File: src/design/assert_macros.svh
// Assertion macros used by the top-level design file
`ifndef ASSERT_MACROS_SVH
`define ASSERT_MACROS_SVH

// antecedent implies consequent in the same cycle
`define ASSERT_IMPL(name, ante, cons) \
  name: assert property (@(posedge clk) disable iff (rst) (ante) |-> (cons)) \
    else $error("assertion failed");

// antecedent implies consequent in the following cycle
`define ASSERT_NEXT(name, ante, cons) \
  name: assert property (@(posedge clk) disable iff (rst) (ante) |=> (cons)) \
    else $error("assertion failed");

`endif

File: src/design/psnm_pkg.sv
// Package: constants, codes and controller/datapath link types
`default_nettype none
package psnm_pkg;

  localparam int SHADE_ROWS   = 32;
  localparam int PALETTE_SIZE = 256;
  localparam int IDX_W        = $clog2(PALETTE_SIZE);
  localparam int SUM_W        = 10;
  localparam int COLOUR_W     = 24;
  localparam int SRT_W        = SUM_W + IDX_W;
  localparam int DIST_W       = 18;

  localparam logic [1:0] OP_WRITE  = 2'd0;
  localparam logic [1:0] OP_SORT   = 2'd1;
  localparam logic [1:0] OP_LOOKUP = 2'd2;

  localparam logic [4:0] ROW_LAST  = (SHADE_ROWS > 32) ? 5'd31 : 5'(SHADE_ROWS - 1);
  localparam logic [IDX_W-1:0] IDX_LAST = IDX_W'(PALETTE_SIZE - 1);

  // x*11/160 = ((x*11) >> 5) / 5; /5 by reciprocal 3277 / 2^14
  localparam logic [3:0]  SCALE_NUM   = 4'd11;
  localparam logic [11:0] RECIP_5     = 12'd3277;
  localparam int          RECIP_SHIFT = 14;
  localparam logic [7:0]  CHAN_MAX    = 8'd255;
  localparam logic [10:0] SUM_WINDOW  = 11'd40;

  typedef enum logic [1:0] {PAL_SEL_IDX, PAL_SEL_ENTRY, PAL_SEL_ORD} pal_sel_t;
  typedef enum logic [1:0] {SRT_SEL_I, SRT_SEL_J, SRT_SEL_P} srt_sel_t;

  typedef struct packed {
    logic     cap;
    logic     pal_we;
    logic     pal_re;
    pal_sel_t pal_sel;
    logic     srt_we;
    logic     srt_re;
    srt_sel_t srt_sel;
    logic     srt_wr_init;
    logic     i_clr;
    logic     i_inc;
    logic     j_load;
    logic     j_inc;
    logic     p_inc;
    logic     cur_load;
    logic     cur_swap;
    logic     scale_mul;
    logic     scale_div;
    logic     scan_init;
    logic     take_default;
    logic     dist_update;
    logic     load_out;
    logic     order_ok;
  } cmd_t;

  typedef struct packed {
    logic [1:0] op;
    logic       i_last;
    logic       j_last;
    logic       p_last;
    logic       below;
    logic       above;
    logic       cur_gt;
    logic       out_busy;
  } status_t;

endpackage
`default_nettype wire

File: src/design/psnm_ctrl.sv
// Controller: sequences write, sort and lookup over the datapath
`default_nettype none
module psnm_ctrl (
  input  wire logic              clk,
  input  wire logic              rst,
  input  wire logic              req_valid,
  output logic                   req_ready,
  input  wire psnm_pkg::status_t sts,
  output psnm_pkg::cmd_t         cmd
);
  typedef enum logic [3:0] {
    S_IDLE, S_DECODE, S_INIT_RD, S_INIT_WR, S_SRT_LD_RD, S_SRT_LD, S_SRT_RD,
    S_SRT_CMP, S_SRT_WB, S_LK_RD, S_LK_MUL, S_LK_DIV, S_SC_RD, S_SC_CHK,
    S_SC_DIST, S_DONE
  } state_t;

  state_t state, state_next;
  logic   order_ready, order_ready_next;

  always_ff @(posedge clk) begin
    if (rst) begin
      state       <= S_IDLE;
      order_ready <= 1'b0;
    end else begin
      state       <= state_next;
      order_ready <= order_ready_next;
    end
  end

  assign req_ready = (state == S_IDLE);

  always_comb begin
    cmd              = '0;
    cmd.pal_sel      = psnm_pkg::PAL_SEL_IDX;
    cmd.srt_sel      = psnm_pkg::SRT_SEL_I;
    cmd.order_ok     = order_ready;
    state_next       = state;
    order_ready_next = order_ready;
    case (state)
      S_IDLE: begin
        if (req_valid) begin
          cmd.cap    = 1'b1;
          state_next = S_DECODE;
        end
      end
      S_DECODE: begin
        case (sts.op)
          psnm_pkg::OP_WRITE: begin
            cmd.pal_we       = 1'b1;
            order_ready_next = 1'b0;
            state_next       = S_IDLE;
          end
          psnm_pkg::OP_SORT: begin
            cmd.i_clr  = 1'b1;
            state_next = S_INIT_RD;
          end
          psnm_pkg::OP_LOOKUP: begin
            state_next = order_ready ? S_LK_RD : S_IDLE;
          end
          default: state_next = S_IDLE;
        endcase
      end
      S_INIT_RD: begin
        cmd.pal_re = 1'b1;
        state_next = S_INIT_WR;
      end
      S_INIT_WR: begin
        cmd.srt_we      = 1'b1;
        cmd.srt_wr_init = 1'b1;
        if (sts.i_last) begin
          cmd.i_clr  = 1'b1;
          state_next = S_SRT_LD_RD;
        end else begin
          cmd.i_inc  = 1'b1;
          state_next = S_INIT_RD;
        end
      end
      S_SRT_LD_RD: begin
        cmd.srt_re = 1'b1;
        cmd.j_load = 1'b1;
        state_next = S_SRT_LD;
      end
      S_SRT_LD: begin
        cmd.cur_load = 1'b1;
        state_next   = sts.i_last ? S_SRT_WB : S_SRT_RD;
      end
      S_SRT_RD: begin
        cmd.srt_re  = 1'b1;
        cmd.srt_sel = psnm_pkg::SRT_SEL_J;
        state_next  = S_SRT_CMP;
      end
      S_SRT_CMP: begin
        cmd.srt_sel = psnm_pkg::SRT_SEL_J;
        if (sts.cur_gt) begin
          cmd.srt_we   = 1'b1;
          cmd.cur_swap = 1'b1;
        end
        if (sts.j_last) begin
          state_next = S_SRT_WB;
        end else begin
          cmd.j_inc  = 1'b1;
          state_next = S_SRT_RD;
        end
      end
      S_SRT_WB: begin
        cmd.srt_we = 1'b1;
        if (sts.i_last) begin
          order_ready_next = 1'b1;
          state_next       = S_IDLE;
        end else begin
          cmd.i_inc  = 1'b1;
          state_next = S_SRT_LD_RD;
        end
      end
      S_LK_RD: begin
        cmd.pal_re  = 1'b1;
        cmd.pal_sel = psnm_pkg::PAL_SEL_ENTRY;
        state_next  = S_LK_MUL;
      end
      S_LK_MUL: begin
        cmd.scale_mul = 1'b1;
        state_next    = S_LK_DIV;
      end
      S_LK_DIV: begin
        cmd.scale_div = 1'b1;
        cmd.scan_init = 1'b1;
        state_next    = S_SC_RD;
      end
      S_SC_RD: begin
        cmd.srt_re  = 1'b1;
        cmd.srt_sel = psnm_pkg::SRT_SEL_P;
        state_next  = S_SC_CHK;
      end
      S_SC_CHK: begin
        cmd.take_default = 1'b1;
        cmd.pal_sel      = psnm_pkg::PAL_SEL_ORD;
        if (sts.below) begin
          if (sts.p_last) begin
            state_next = S_DONE;
          end else begin
            cmd.p_inc  = 1'b1;
            state_next = S_SC_RD;
          end
        end else if (sts.above) begin
          state_next = S_DONE;
        end else begin
          cmd.pal_re = 1'b1;
          state_next = S_SC_DIST;
        end
      end
      S_SC_DIST: begin
        cmd.dist_update = 1'b1;
        if (sts.p_last) begin
          state_next = S_DONE;
        end else begin
          cmd.p_inc  = 1'b1;
          state_next = S_SC_RD;
        end
      end
      S_DONE: begin
        if (!sts.out_busy) begin
          cmd.load_out = 1'b1;
          state_next   = S_IDLE;
        end
      end
      default: state_next = S_IDLE;
    endcase
  end
endmodule
`default_nettype wire

File: config.mk
export PLATFORM = sky130hd
export DESIGN_NAME = psnm_ctrl
export DESIGN_NICKNAME = d
export VERILOG_FILES = /design/src/design/assert_macros.svh /design/src/design/psnm_pkg.sv /design/src/design/psnm_ctrl.sv
export SDC_FILE = /design/constraint.sdc
export NUM_CORES = 1
export LEC_CHECK = 0
export BUFFER_PORTS_ARGS = -buffer_cell sky130_fd_sc_hd__buf_2
export CORE_MARGIN = 2
export CORE_UTILIZATION = 24
export CTS_CLUSTER_SIZE = 10
export DETAILED_ROUTE_END_ITERATION = 8
export PLACE_DENSITY = 0.59
export SLEW_MARGIN = 20
export SYNTH_ARGS = -nofsm -noshare
export SYNTH_HDL_FRONTEND = slang
export SYNTH_SLANG_ARGS = --single-unit
File: constraint.sdc
create_clock -name clk -period 1.3 [get_ports clk]
set_input_delay 0.195 -clock clk [delete_from_list [all_inputs] [get_ports clk]]
set_output_delay 0.195 -clock clk [all_outputs]
set_load 0.01 [all_outputs]
==> flow_metrics.env <==
export IMPL_synthXorXnorAreaFrac_pct=0
export IMPL_synthSimpleGateAreaFrac_pct=35.2
export IMPL_stdcell_area_um2=1350
export IMPL_detailedPlacementHpwl_mm=1.81
export IMPL_synth_nets=118
export IMPL_crit_required_ns=1.11
export IMPL_setup_viol=25
export IMPL_finalWeightedCongestion=0.861
export IMPL_failed_checks="negative setup slack"
export IMPL_initial_utilization_pct=25.3
export IMPL_rows=19
export IMPL_netSwitchingPower_w=0.000534
export IMPL_slew_limit_headroom_pct=82.3
export IMPL_path_delay_family="flip-flops"
export IMPL_final_antenna_net_count=0
export IMPL_internal_power_w=0.000783
export IMPL_critPathMaxStageDelay_ns=0.39
export IMPL_cts_sinks=5
export IMPL_detailedRoute_firstIterationViolations=10
export IMPL_post_synth_num_cell_types=35
export IMPL_synth_adder_area_share_pct=5.34
export IMPL_root_buffer="sky130_fd_sc_hd__clkbuf_4"
export IMPL_critPathKind="reg2out"
export IMPL_synth_warning_count=0
export IMPL_pwr_share_seq_pct=17.2
export IMPL_dr_pass1_iters=4
export IMPL_cts_buffers_inserted=3
export IMPL_first_global_vias=928
export IMPL_netlist_area_leader_share_pct=14.2
export IMPL_power_density_nw_per_um2=973
export IMPL_clock_network_fraction_of_total_power_pct=14.4
export IMPL_layout_area_overhead_vs_synth_pct=92.5
export IMPL_fp_dieArea_um2=3380
export IMPL_grt_setup_unrepaired="true"
export IMPL_finalWorstPathRequiredPeriod_ns=1.49
export IMPL_grt_pass1_wl_mm=3.98
export IMPL_worstSetupEndpointType="output pin"
export IMPL_ys_seq_elements=5
export IMPL_route_detailed_drc=0
export IMPL_muxShareOfSynthArea_pct=5.69
export IMPL_num_antenna_cells=0
export IMPL_cp_slowest_cell="sky130_fd_sc_hd__dfxtp_4"
export IMPL_dr_wl_cell_um=13.2
export IMPL_vias=978
export IMPL_cp_cell_sequence="buf_6 -> nand3b_1 -> o21a_1 -> o32ai_2 -> buf_2"
export IMPL_antenna_found_initial=0
export IMPL_report_final_slew_viol_count=0
export IMPL_worstSkewPairLatency_ns=0.25
export IMPL_r2r_slack_ns=-0.05
export IMPL_post_synth_top_area_cell="sky130_fd_sc_hd__dfxtp_1"
export IMPL_number_of_nets_in_the_layout=179
export IMPL_synth_top_cells_by_area="sky130_fd_sc_hd__dfxtp_1 (14%), sky130_fd_sc_hd__nor2_1 (7.5%), sky130_fd_sc_hd__nor3_1 (7.1%)"
export IMPL_timing_final_crit_share_pct=114
export IMPL_buffer_ports_inserted=36
export IMPL_fmax_mhz=673
export IMPL_setup_crit_start_kind="flop"
export IMPL_finalPower_w=0.00132
export IMPL_power_ir_vdd_worst_mv=0.606
export IMPL_power_share_combinational_pct=68.4
export IMPL_syn_cell_area_um2=703
export IMPL_drv_max_cap_violation_count=0
export IMPL_cts_max_level=1
export IMPL_fp_dieH_um=58.1
export IMPL_hold_path_class="in2reg"
export IMPL_critPathMaxFanout=7
export IMPL_finalClockSkew_ns=0.00143
export IMPL_worst_pin_slew_ns=0.263
export IMPL_critical_path_buf_inv_count=2
export IMPL_core_area_um2=2780
export IMPL_dpl_cell_area_um2=1020
export IMPL_ctsLongestPathBuffers=2
export IMPL_largest_net_degree_at_the_start_of_global_routing=12
export IMPL_cells_after_synthesis=103
export IMPL_synth_compound_area_share_pct=23.5
export IMPL_avgSynthCellArea_um2=6.83
export IMPL_power_leakage_nw=0.636
export IMPL_detail_route_vias_per_cell=5.04
export IMPL_synth_top_family_by_area="simple AND/OR/NAND/NOR gates"
export IMPL_dp_worst_setup_slack_ns=-0.0868
export IMPL_fillers=270
export IMPL_switch_share_pct=40.6
export IMPL_post_cts_hold_fix_bufs=0
export IMPL_path_clk_slew_ns=0.05
export IMPL_outcome="complete, but fails checks"
export IMPL_die_width_um=58.1
export IMPL_grt_total_usage_pct=15.1
export IMPL_cp_arrival_ns=1.29
export IMPL_layout_setup_ws_ns=-0.185
export IMPL_share_of_final_layout_standard_cells_stronger_than_drive_strength_1_pct=62.0
export IMPL_cts_tree="built"
export IMPL_postRouteWirelength_mm=2.56
export IMPL_num_io_pins=37
export IMPL_grt_remaining_overflow=0
export IMPL_timing_hold_violations_final=0
export IMPL_register_area_share_after_synthesis_pct=14.2
export IMPL_final_core_utilization_pct=48.7
-- cells by family after synthesis --
kind of cell / after synthesis
simple gates: 48
compound gates: 24
buf+inv: 19
flops: 5
mux: 4
fa+ha+maj: 3
-- cell usage in the layout (no fill, tap or decap), types with 2 or more instances in the layout --
| master | synthesis | routed |
|---|---|---|
| sky130_fd_sc_hd__buf_6 | 2 | 15 |
| sky130_fd_sc_hd__nand2b_4 | 1 | 2 |
| sky130_fd_sc_hd__nor2_1 | 14 | 8 |
| sky130_fd_sc_hd__dfxtp_4 | 0 | 4 |
| sky130_fd_sc_hd__buf_2 | 3 | 31 |
| sky130_fd_sc_hd__nor3_4 | 0 | 2 |
| sky130_fd_sc_hd__a31oi_1 | 4 | 3 |
| sky130_fd_sc_hd__nand2_1 | 8 | 7 |
| sky130_fd_sc_hd__ha_1 | 3 | 3 |
| sky130_fd_sc_hd__inv_1 | 7 | 7 |
| sky130_fd_sc_hd__o21ai_1 | 2 | 3 |
| sky130_fd_sc_hd__a21oi_1 | 5 | 4 |
| sky130_fd_sc_hd__buf_4 | 6 | 21 |
| sky130_fd_sc_hd__mux2i_1 | 4 | 4 |
| sky130_fd_sc_hd__nor2_4 | 0 | 4 |
| sky130_fd_sc_hd__o21a_1 | 2 | 2 |
| sky130_fd_sc_hd__o21ai_0 | 3 | 2 |
| sky130_fd_sc_hd__nor3_1 | 10 | 3 |
| sky130_fd_sc_hd__nor2_2 | 0 | 2 |
| sky130_fd_sc_hd__clkbuf_4 | 0 | 3 |
| sky130_fd_sc_hd__o221ai_1 | 2 | 2 |
| sky130_fd_sc_hd__nor3_2 | 0 | 5 |
-- per-layer routing --
layer / share of wire, % / vias up / GRT usage (%)
met5: 0 / - / 0
met4: 0.55 / 0 / 4.98
met3: 4.0 / 2 / 2.01
met2: 53 / 25 / 26.1
met1: 42 / 468 / 19.2
li1: - / 483 / -
-- path summary, 6_finish.rpt --
kind	endpoint	depth (start not counted)	start
setup reg to reg	state[0]	5	state[1]
hold / removal	state[3]	2	rst
setup / recovery	cmd[21]	5	state[3]
hold reg to reg	order_ready	2	order_ready
-- Yosys cell counts --
library cell                number
sky130_fd_sc_hd__buf_4           6
sky130_fd_sc_hd__nor2b_1         2
sky130_fd_sc_hd__buf_2           3
sky130_fd_sc_hd__a21bo_1         1
sky130_fd_sc_hd__nor3_1         10
sky130_fd_sc_hd__nand2b_1        2
sky130_fd_sc_hd__dfxtp_1         5
sky130_fd_sc_hd__inv_1           7
sky130_fd_sc_hd__a31oi_1         4
sky130_fd_sc_hd__or2_1           1
sky130_fd_sc_hd__nor4_2          1
sky130_fd_sc_hd__o2bb2ai_1       1
sky130_fd_sc_hd__nand4_1         1
sky130_fd_sc_hd__nor2_1         14
sky130_fd_sc_hd__a21oi_1         5
sky130_fd_sc_hd__clkbuf_1        1
sky130_fd_sc_hd__buf_6           2
sky130_fd_sc_hd__a221oi_2        1
sky130_fd_sc_hd__o21a_1          2
sky130_fd_sc_hd__o221ai_1        2
sky130_fd_sc_hd__o21ai_0         3
sky130_fd_sc_hd__nand3_1         1
sky130_fd_sc_hd__o32ai_1         1
sky130_fd_sc_hd__nand2b_4        1
sky130_fd_sc_hd__o21ai_1         2
sky130_fd_sc_hd__and3_1          1
sky130_fd_sc_hd__nand3b_1        1
sky130_fd_sc_hd__nor4_1          2
sky130_fd_sc_hd__ha_1            3
sky130_fd_sc_hd__or2b_1          1
sky130_fd_sc_hd__a211oi_1        1
sky130_fd_sc_hd__nand2_1         8
sky130_fd_sc_hd__a21o_1          1
sky130_fd_sc_hd__and2_1          2
sky130_fd_sc_hd__mux2i_1         4
-- power by group through the flow --
stage / clock network (W) / registers, W / logic [W]
final: 0.000190 / 0.000227 / 0.000900
after CTS: 0.000190 / 0.000226 / 0.000775
after global placement: 0 / 0.000214 / 0.000616
after detailed placement: 0 / 0.000214 / 0.000625
after floorplan: 0 / 0.000184 / 0.000405
after global routing: 0.000202 / 0.000231 / 0.000962
-- sequential cells by signal, summed over array words and instances (netlist names) --
signal and count:
state 4, order_ready 1
-- layout make-up --
| type | count | area (um2) | area share [%] |
|---|---|---|---|
| Inverter | 7 | 26.3 | 1.94 |
| Tap cell | 31 | 38.8 | 2.87 |
| Sequential cell | 5 | 115 | 8.50 |
| Clock buffer | 4 | 26.3 | 1.94 |
| Multi-Input combinational cell | 79 | 646 | 47.7 |
| Timing Repair Buffer | 68 | 502 | 37.1 |
-- metrics by stage --
step	hold WS, ns	setup TNS (ns)	cells
final	0.180	-2.37	194
after global routing	0.174	-3.91	194
after CTS	0.166	-2.25	189
after detailed placement	0.437	-0.307	180
after global placement	0.436	-0.226	180
after floorplan	0.261	0	103
-- repair_timing --
item                       4_1_cts  5_1_grt
setup buffers                    5        5
setup endpoints to repair       27       26
resized for setup               40       17
cloned                           0        0
pin swaps                        5        9
Power figures use the tool's default switching activity.
